==> config.mk <==
export PLATFORM = sky130hd
export DESIGN_NAME = epoch_ms_to_calendar_date_core
export DESIGN_NICKNAME = d
export VERILOG_FILES = /design/src/rtl/core/ecd_pkg.sv /design/src/rtl/core/epoch_ms_to_calendar_date_core.sv
export SDC_FILE = /design/constraint.sdc
export NUM_CORES = 2
export LEC_CHECK = 0
export BUFFER_PORTS_ARGS = -buffer_cell sky130_fd_sc_hd__buf_4
export CORE_MARGIN = 2
export CORE_UTILIZATION = 30
export CTS_CLUSTER_DIAMETER = 200
export CTS_CLUSTER_SIZE = 10
export DETAILED_ROUTE_END_ITERATION = 10
export MAX_ROUTING_LAYER = met4
export PLACE_DENSITY = 0.45
export SYNTH_ARGS = -nofsm -noshare
export SYNTH_HDL_FRONTEND = slang
export SYNTH_SLANG_ARGS = --single-unit
==> constraint.sdc <==
create_clock -name clk -period 9.77 [get_ports clk]
set_input_delay 0.4885 -clock clk [delete_from_list [all_inputs] [get_ports clk]]
set_output_delay 0.4885 -clock clk [all_outputs]
set_load 0.02 [all_outputs]
==> src/rtl/core/ecd_pkg.sv <==
// ----------------------------------------------------------------------------
// ecd_pkg
// Constants and helpers for the millisecond-epoch to calendar date core.
// ----------------------------------------------------------------------------
package ecd_pkg;

  localparam int unsigned LATENCY = 13;

  localparam int unsigned TS_W = 43;

  // ms per day = 2^10 * DAY_DIV; reciprocals are floor(2^S / d)
  localparam logic [16:0] DAY_DIV    = 17'd84375;
  localparam logic [16:0] DAY_RCP    = 17'd101806;  // S = 33
  localparam logic [17:0] SEC_RCP    = 18'd134217;  // /125,  S = 24
  localparam logic [6:0]  SEC_DIV    = 7'd125;
  localparam logic [5:0]  HOUR_RCP   = 6'd36;       // /3600, S = 17
  localparam logic [11:0] HOUR_DIV   = 12'd3600;
  localparam logic [6:0]  MIN_RCP    = 7'd68;       // /60,   S = 12
  localparam logic [5:0]  MIN_DIV    = 6'd60;

  localparam logic [19:0] SHIFT_DAYS = 20'd719468;  // 1970-01-01 from 0000-03-01
  localparam logic [19:0] ERA4_START = 20'd584388;
  localparam logic [19:0] ERA5_START = 20'd730485;
  localparam logic [7:0]  Q4_RCP     = 8'd179;      // /1460, S = 18
  localparam logic [10:0] Q4_DIV     = 11'd1460;
  localparam logic [17:0] ERA_LAST   = 18'd146096;
  localparam logic [9:0]  YEAR_RCP   = 10'd718;     // /365,  S = 18
  localparam logic [8:0]  YEAR_DAYS  = 9'd365;
  localparam logic [3:0]  MP_RCP     = 4'd13;       // /153,  S = 11
  localparam logic [7:0]  MP_DIV     = 8'd153;

  // year offset for the 1600 era: (1600 - 2000) mod 256
  localparam logic [7:0]  ERA4_YEAR  = 8'd112;

  // first day of each month, counted from 1 March
  function automatic logic [8:0] month_offset(input logic [3:0] mp);
    logic [8:0] r;
    case (mp)
      4'd0:    r = 9'd0;
      4'd1:    r = 9'd31;
      4'd2:    r = 9'd61;
      4'd3:    r = 9'd92;
      4'd4:    r = 9'd122;
      4'd5:    r = 9'd153;
      4'd6:    r = 9'd184;
      4'd7:    r = 9'd214;
      4'd8:    r = 9'd245;
      4'd9:    r = 9'd275;
      4'd10:   r = 9'd306;
      4'd11:   r = 9'd337;
      default: r = 9'd0;
    endcase
    return r;
  endfunction

endpackage

==> src/rtl/core/epoch_ms_to_calendar_date_core.sv <==
// ----------------------------------------------------------------------------
// epoch_ms_to_calendar_date_core
// Millisecond count since 1970-01-01 UTC to Gregorian date and time of day.
// Throughput: one item per cycle; busy stays low, the pipeline never stalls.
// Reset clears the valid chain only; an item in flight is dropped.
// Depth is set by the constant-reciprocal divides, each an estimate stage
// followed by a correction stage.
// ----------------------------------------------------------------------------
module epoch_ms_to_calendar_date_core (
  input  logic        clk,
  input  logic        rst,
  input  logic        start,
  input  logic [42:0] timestamp_ms,
  output logic        busy,
  output logic        done,
  output logic [7:0]  year_since_2000,
  output logic [3:0]  month_number,
  output logic [4:0]  day_of_month,
  output logic [4:0]  hour_of_day,
  output logic [5:0]  minute_of_hour,
  output logic [5:0]  second_of_minute
);

  logic [ecd_pkg::LATENCY-1:0] vld;

  // stage registers
  logic [33:0] s1_ph;
  logic [32:0] s1_pl;
  logic [32:0] s1_x;
  logic [9:0]  s1_low;

  logic [16:0] s2_q;
  logic [32:0] s2_x;
  logic [9:0]  s2_low;

  logic [16:0] s3_days;
  logic [23:0] s3_x8;

  logic [16:0] s4_se;
  logic [23:0] s4_x8;
  logic [17:0] s4_doe;
  logic        s4_era5;

  logic [16:0] s5_sod;
  logic [6:0]  s5_e1460;
  logic [2:0]  s5_c36;
  logic        s5_last;
  logic [17:0] s5_doe;
  logic        s5_era5;

  logic [4:0]  s6_eh;
  logic [16:0] s6_sod;
  logic [6:0]  s6_q1460;
  logic [2:0]  s6_c36;
  logic        s6_last;
  logic [17:0] s6_doe;
  logic        s6_era5;

  logic [4:0]  s7_hour;
  logic [11:0] s7_mos;
  logic [17:0] s7_num;
  logic [17:0] s7_doe;
  logic        s7_era5;

  logic [5:0]  s8_em;
  logic [11:0] s8_mos;
  logic [4:0]  s8_hour;
  logic [8:0]  s8_ey;
  logic [17:0] s8_num;
  logic [17:0] s8_doe;
  logic        s8_era5;

  logic [4:0]  s9_hour;
  logic [5:0]  s9_min;
  logic [5:0]  s9_sec;
  logic [8:0]  s9_yoe;
  logic [17:0] s9_doe;
  logic        s9_era5;

  logic [4:0]  s10_hour;
  logic [5:0]  s10_min;
  logic [5:0]  s10_sec;
  logic [8:0]  s10_yoe;
  logic [8:0]  s10_doy;
  logic        s10_era5;

  logic [4:0]  s11_hour;
  logic [5:0]  s11_min;
  logic [5:0]  s11_sec;
  logic [8:0]  s11_yoe;
  logic [8:0]  s11_doy;
  logic [3:0]  s11_emp;
  logic        s11_era5;

  logic [4:0]  s12_hour;
  logic [5:0]  s12_min;
  logic [5:0]  s12_sec;
  logic [8:0]  s12_yoe;
  logic [8:0]  s12_doy;
  logic [3:0]  s12_mp;
  logic        s12_era5;

  // combinational
  logic [33:0] ph_c;
  logic [32:0] pl_c;
  logic [49:0] dq_c;
  logic [33:0] dprod_c;
  logic [33:0] drem_c;
  logic        dge_c;
  logic [17:0] rr_c;
  logic [41:0] sp_c;
  logic [19:0] z_c;
  logic        era5_c;
  logic [19:0] doe_c;
  logic [23:0] srem_c;
  logic        sge_c;
  logic [25:0] qp_c;
  logic [22:0] hp_c;
  logic [17:0] qrem_c;
  logic        qge_c;
  logic [16:0] hrem_c;
  logic        hge_c;
  logic [12:0] mos_c;
  logic [18:0] mp_c;
  logic [27:0] yp_c;
  logic [11:0] mrem_c;
  logic        mge_c;
  logic [6:0]  sec_c;
  logic [17:0] yrem_c;
  logic        yge_c;
  logic [1:0]  c100_c;
  logic [17:0] ystart_c;
  logic [17:0] doy_c;
  logic [10:0] v11_c;
  logic [14:0] ep_c;
  logic [10:0] v12_c;
  logic [11:0] mr_c;
  logic        mpge_c;
  logic [8:0]  dom_c;

  assign busy = 1'b0;
  assign done = vld[ecd_pkg::LATENCY-1];

  always_comb begin
    // day count: (ts >> 10) / 84375, split product
    ph_c    = 34'(timestamp_ms[42:26]) * 34'(ecd_pkg::DAY_RCP);
    pl_c    = 33'(timestamp_ms[25:10]) * 33'(ecd_pkg::DAY_RCP);
    dq_c    = {s1_ph, 16'd0} + 50'(s1_pl);
    dprod_c = 34'(s2_q) * 34'(ecd_pkg::DAY_DIV);
    drem_c  = {1'b0, s2_x} - dprod_c;
    dge_c   = drem_c[17:0] >= 18'(ecd_pkg::DAY_DIV);
    rr_c    = dge_c ? (drem_c[17:0] - 18'(ecd_pkg::DAY_DIV)) : drem_c[17:0];

    // seconds of day: (ms of day / 8) / 125
    sp_c    = 42'(s3_x8) * 42'(ecd_pkg::SEC_RCP);
    srem_c  = s4_x8 - 24'(s4_se) * 24'(ecd_pkg::SEC_DIV);
    sge_c   = srem_c[7:0] >= 8'(ecd_pkg::SEC_DIV);

    // era and day of era
    z_c     = 20'(s3_days) + ecd_pkg::SHIFT_DAYS;
    era5_c  = z_c >= ecd_pkg::ERA5_START;
    doe_c   = z_c - (era5_c ? ecd_pkg::ERA5_START : ecd_pkg::ERA4_START);

    qp_c    = 26'(s4_doe) * 26'(ecd_pkg::Q4_RCP);
    qrem_c  = s5_doe - 18'(s5_e1460) * 18'(ecd_pkg::Q4_DIV);
    qge_c   = qrem_c[11:0] >= 12'(ecd_pkg::Q4_DIV);

    // hour, minute, second
    hp_c    = 23'(s5_sod) * 23'(ecd_pkg::HOUR_RCP);
    hrem_c  = s6_sod - 17'(s6_eh) * 17'(ecd_pkg::HOUR_DIV);
    hge_c   = hrem_c[12:0] >= 13'(ecd_pkg::HOUR_DIV);
    mos_c   = hge_c ? (hrem_c[12:0] - 13'(ecd_pkg::HOUR_DIV)) : hrem_c[12:0];
    mp_c    = 19'(s7_mos) * 19'(ecd_pkg::MIN_RCP);
    mrem_c  = s8_mos - 12'(s8_em) * 12'(ecd_pkg::MIN_DIV);
    mge_c   = mrem_c[6:0] >= 7'(ecd_pkg::MIN_DIV);
    sec_c   = mge_c ? (mrem_c[6:0] - 7'(ecd_pkg::MIN_DIV)) : mrem_c[6:0];

    // year of era
    yp_c    = 28'(s7_num) * 28'(ecd_pkg::YEAR_RCP);
    yrem_c  = s8_num - 18'(s8_ey) * 18'(ecd_pkg::YEAR_DAYS);
    yge_c   = yrem_c[9:0] >= 10'(ecd_pkg::YEAR_DAYS);

    // day of year, March based
    c100_c  = 2'(s9_yoe >= 9'd100) + 2'(s9_yoe >= 9'd200) + 2'(s9_yoe >= 9'd300);
    ystart_c = 18'(s9_yoe) * 18'(ecd_pkg::YEAR_DAYS) + 18'(s9_yoe[8:2]) - 18'(c100_c);
    doy_c   = s9_doe - ystart_c;

    // month index from March
    v11_c   = 11'(s10_doy) * 11'd5 + 11'd2;
    ep_c    = 15'(v11_c) * 15'(ecd_pkg::MP_RCP);
    v12_c   = 11'(s11_doy) * 11'd5 + 11'd2;
    mr_c    = 12'(v12_c) - 12'(s11_emp) * 12'(ecd_pkg::MP_DIV);
    mpge_c  = mr_c[8:0] >= 9'(ecd_pkg::MP_DIV);

    dom_c   = s12_doy - ecd_pkg::month_offset(s12_mp) + 9'd1;
  end

  always_ff @(posedge clk) begin
    if (rst) begin
      vld <= '0;
    end else begin
      vld <= {vld[ecd_pkg::LATENCY-2:0], start & ~busy};
    end
  end

  always_ff @(posedge clk) begin
    s1_ph    <= ph_c;
    s1_pl    <= pl_c;
    s1_x     <= timestamp_ms[42:10];
    s1_low   <= timestamp_ms[9:0];

    s2_q     <= dq_c[49:33];
    s2_x     <= s1_x;
    s2_low   <= s1_low;

    s3_days  <= s2_q + 17'(dge_c);
    s3_x8    <= {rr_c[16:0], s2_low[9:3]};

    s4_se    <= sp_c[40:24];
    s4_x8    <= s3_x8;
    s4_doe   <= doe_c[17:0];
    s4_era5  <= era5_c;

    s5_sod   <= s4_se + 17'(sge_c);
    s5_e1460 <= qp_c[24:18];
    s5_c36   <= 3'(s4_doe >= 18'd36524) + 3'(s4_doe >= 18'd73048)
              + 3'(s4_doe >= 18'd109572) + 3'(s4_doe >= ecd_pkg::ERA_LAST);
    s5_last  <= s4_doe == ecd_pkg::ERA_LAST;
    s5_doe   <= s4_doe;
    s5_era5  <= s4_era5;

    s6_eh    <= hp_c[21:17];
    s6_sod   <= s5_sod;
    s6_q1460 <= s5_e1460 + 7'(qge_c);
    s6_c36   <= s5_c36;
    s6_last  <= s5_last;
    s6_doe   <= s5_doe;
    s6_era5  <= s5_era5;

    s7_hour  <= s6_eh + 5'(hge_c);
    s7_mos   <= mos_c[11:0];
    s7_num   <= s6_doe - 18'(s6_q1460) + 18'(s6_c36) - 18'(s6_last);
    s7_doe   <= s6_doe;
    s7_era5  <= s6_era5;

    s8_em    <= mp_c[17:12];
    s8_mos   <= s7_mos;
    s8_hour  <= s7_hour;
    s8_ey    <= yp_c[26:18];
    s8_num   <= s7_num;
    s8_doe   <= s7_doe;
    s8_era5  <= s7_era5;

    s9_hour  <= s8_hour;
    s9_min   <= s8_em + 6'(mge_c);
    s9_sec   <= sec_c[5:0];
    s9_yoe   <= s8_ey + 9'(yge_c);
    s9_doe   <= s8_doe;
    s9_era5  <= s8_era5;

    s10_hour <= s9_hour;
    s10_min  <= s9_min;
    s10_sec  <= s9_sec;
    s10_yoe  <= s9_yoe;
    s10_doy  <= doy_c[8:0];
    s10_era5 <= s9_era5;

    s11_hour <= s10_hour;
    s11_min  <= s10_min;
    s11_sec  <= s10_sec;
    s11_yoe  <= s10_yoe;
    s11_doy  <= s10_doy;
    s11_emp  <= ep_c[14:11];
    s11_era5 <= s10_era5;

    s12_hour <= s11_hour;
    s12_min  <= s11_min;
    s12_sec  <= s11_sec;
    s12_yoe  <= s11_yoe;
    s12_doy  <= s11_doy;
    s12_mp   <= s11_emp + 4'(mpge_c);
    s12_era5 <= s11_era5;

    // Jan and Feb belong to the next year
    year_since_2000  <= s12_yoe[7:0] + (s12_era5 ? 8'd0 : ecd_pkg::ERA4_YEAR)
                      + 8'(s12_mp >= 4'd10);
    month_number     <= (s12_mp < 4'd10) ? (s12_mp + 4'd3) : (s12_mp - 4'd9);
    day_of_month     <= dom_c[4:0];
    hour_of_day      <= s12_hour;
    minute_of_hour   <= s12_min;
    second_of_minute <= s12_sec;
  end

  a_latency: assert property (@(posedge clk) disable iff (rst)
    start |-> ##(ecd_pkg::LATENCY) done)
    else $error("item did not complete after pipeline latency");

  a_ranges: assert property (@(posedge clk) disable iff (rst)
    done |-> (month_number >= 4'd1 && month_number <= 4'd12 && day_of_month != 5'd0
              && hour_of_day <= 5'd23 && minute_of_hour <= 6'd59
              && second_of_minute <= 6'd59))
    else $error("date or time field out of range");

  a_february: assert property (@(posedge clk) disable iff (rst)
    done |-> (month_number != 4'd2 || day_of_month <= 5'd29))
    else $error("February day beyond 29");

endmodule

==> reports/metrics.cfg <==
[run_status]
status = finished clean

[critical_path]
worst_path_most_repeated_cell = fa_1
path_cells = fa_1 > fa_1 > inv_1 > fa_1 > fa_1 > inv_1 > fa_1 > inv_1 > ha_1 > nor3_2 > o2111ai_1 > a211oi_1 > nor2_1 > a311oi_1 > a21oi_1 > xnor2_1 > a21oi_4 > inv_4 > ha_1 > ha_1 > nand4_1 > nor2_1 > nand4_1 > xnor2_1
cp_data_arrival_time_ps = 7700
max_stage_delay_ps = 670
crit_fanout = 9
critPathLaunchType = register
cp.required_ps = 10300
cp-end-kind = register
worstSetupPathType = reg2reg
cp_slowest_cell = dfxtp_1

[grt]
grt.total_usage_pct = 12.2
grt_pass1_wl_um = 161000
grt_pass1_vias = 31900
antenna_found_initial = 1
grt_overflow = 0
grt_max_degree = 14

[synthesis]
avgSynthCellArea_um2 = 10.4
synth-main-ff-cell = dfxtp_1
synth.distinct_cells = 72
ys_ff_latch = 584
ys_async_sr_fraction_pct = 0
syn_area_um2 = 49100
ys_seq_area_share_pct = 23.8
synthTopCellsByArea = ha_1, dfxtp_1, fa_1
yosysWarnings = 0
netlist_instances = 4696
synth_fp_nets = 6349
synth_top_area_share_pct = 27.5
synth_edf_count = 0
yosysTopAreaCell = ha_1

[timing]
rsz0062_at_grt = false
worstMarginPinSlew_ps = 940
finalCritPeriodShare_pct = 73.5
max_freq_mhz = 139
skew_ps = 40.0
fin_crit_ps = 7180
relSlewSlack_pct = 36.8
final-setup-viol-count = 0
finalHoldViolCount = 0
finalMaxSlewViolations = 0
fin_tns_setup_ps = 0

[die]
fp.dieArea_um2 = 167000
die_w_um = 408
core_area_um2 = 163000
io_pins = 82
rows = 148
initial_core_util_pct = 30.2
die_h_um = 408

[detailed_routing]
drc_errors = 0
dr.pass1.iters = 4
final_antenna_net_count = 0
vias_per_cell = 4.21
drt-wirelength-per-cell_um = 13.4
routed_wl_um = 94100
vias = 29600
drt_iter0_drc = 708

[cells_and_area]
multiInputGateArea_um2 = 33300
layout-drive-gt1-share_pct = 3.83
ff_latch_area_um2 = 11700
mostFrequentLayoutCells = inv_1, ha_1, dfxtp_1
layout_commonest_cell = inv_1
fillers = 16800
nets = 6506
area_growth_pct = 10.9

[clock_tree]
cts-root-buf = clkbuf_16
cts_tree = built
path_clk_slew_ps = 50
clock_latency_ps = 680
cts_resized = 0
htreeDepth = 3
post_cts.repair.setup_buffers = 0
cts_buffers = 68
cts_max_path_buffers = 3
cts_sinks = 584

[place]
io_buffer_count = 77
dpl.hpwl_um = 79000
gp_congestion = 0.816

[flow_run]
cap_violations = 0

[hold_path]
worstHoldPathType = in2reg

Yosys cell counts (12+ instances only):
cell	count
inv_1	1090
nand4_1	30
ha_1	1079
a31oi_1	14
xor2_1	88
nor2_1	138
and3_1	17
dfxtp_1	584
nand2b_1	21
nor3_1	40
xnor2_1	291
a21oi_1	146
fa_1	528
o21a_1	36
o21ai_0	105
nor2b_1	39
or2_2	12
o21bai_1	27
a21o_1	64
nand2_1	135
nand3_1	40
layer usage:
layer	wire (um)	GRT usage (%)	part of all wire [%]
met2	45400	20.6	48
met3	2070	1.62	2.2
met4	2040	3.10	2.2
met1	44500	15.2	47
met5	0	-	0
state kept, by name, summed over array words and instances, names as in the netlist, 18 cells and up, named ones only:
register,count
s1_ph,32
s1_x,18
s2_x,18
s3_x8,24
s4_doe,18
s5_doe,18
s6_doe,18
s7_num,18
cell type report:
class	instances	share of cell area (%)
tap	2175	5.00
antenna	1	0.00460
multi-input combinational	3014	61.1
clock buffer	71	3.20
inverter	1091	7.53
timing repair buffer	94	1.38
sequential	584	21.5
clock inverter	7	0.292
cells by family after synthesis:
family	after synthesis	share of synthesized area, %
AND/OR/NAND/NOR	521	5.17
adder cells (fa/ha/maj)	1607	49.1
multiplexers	5	0.102
buffers and inverters	1098	8.41
flip-flops	584	23.8
XOR/XNOR	382	6.86
AO/OA/AOI/OAI	498	6.57
other	1	0.00764
repair_timing:
action,CTS,global route
hold buffers,17,0
endpoints found under the hold margin,17,0
endpoints found under the setup margin,0,0
worst max-delay path: cells and delay by family, from the launching register on:
kind,cells,cell delay (ps)
adder cells (fa/ha/maj),8,3250
buffers and inverters,4,300
XOR/XNOR,2,520
flip-flops,1,670
AO/OA/AOI/OAI,5,1240
AND/OR/NAND/NOR,5,1060
final timing paths:
kind / startpoint / to / slack [ps] / cells after the start
worst max-delay path: s2_q[9] / s3_days[16] / 2590 / 24
worst min-delay path: timestamp_ms[25] / s1_x[15] / 60 / 1
worst max register to register: s2_q[9] / s3_days[16] / 2590 / 24
worst min register to register: s1_x[1] / s2_x[1] / 290 / 0
per-stage QoR:
stage | hold WS (ps) | cells | utilization, % | worst slack (ps) | cell area, um^2
after floorplan | 310 | 4696 | - | 3580 | 49100
after CTS | 2.89 | 7036 | 33.5 | 2440 | 54400
after detailed placement | 312 | 6941 | 32.2 | 2450 | 52300
after global routing | 13.5 | 7037 | 33.5 | 2140 | 54400
after global placement | 310 | 6941 | 32.2 | 2520 | 52300
final | 57.5 | 7037 | 33.5 | 2590 | 54400
Power is left out: the tool's default activity adds up to more than one toggle a clock period on the data nets, which glitch-free logic cannot reach.
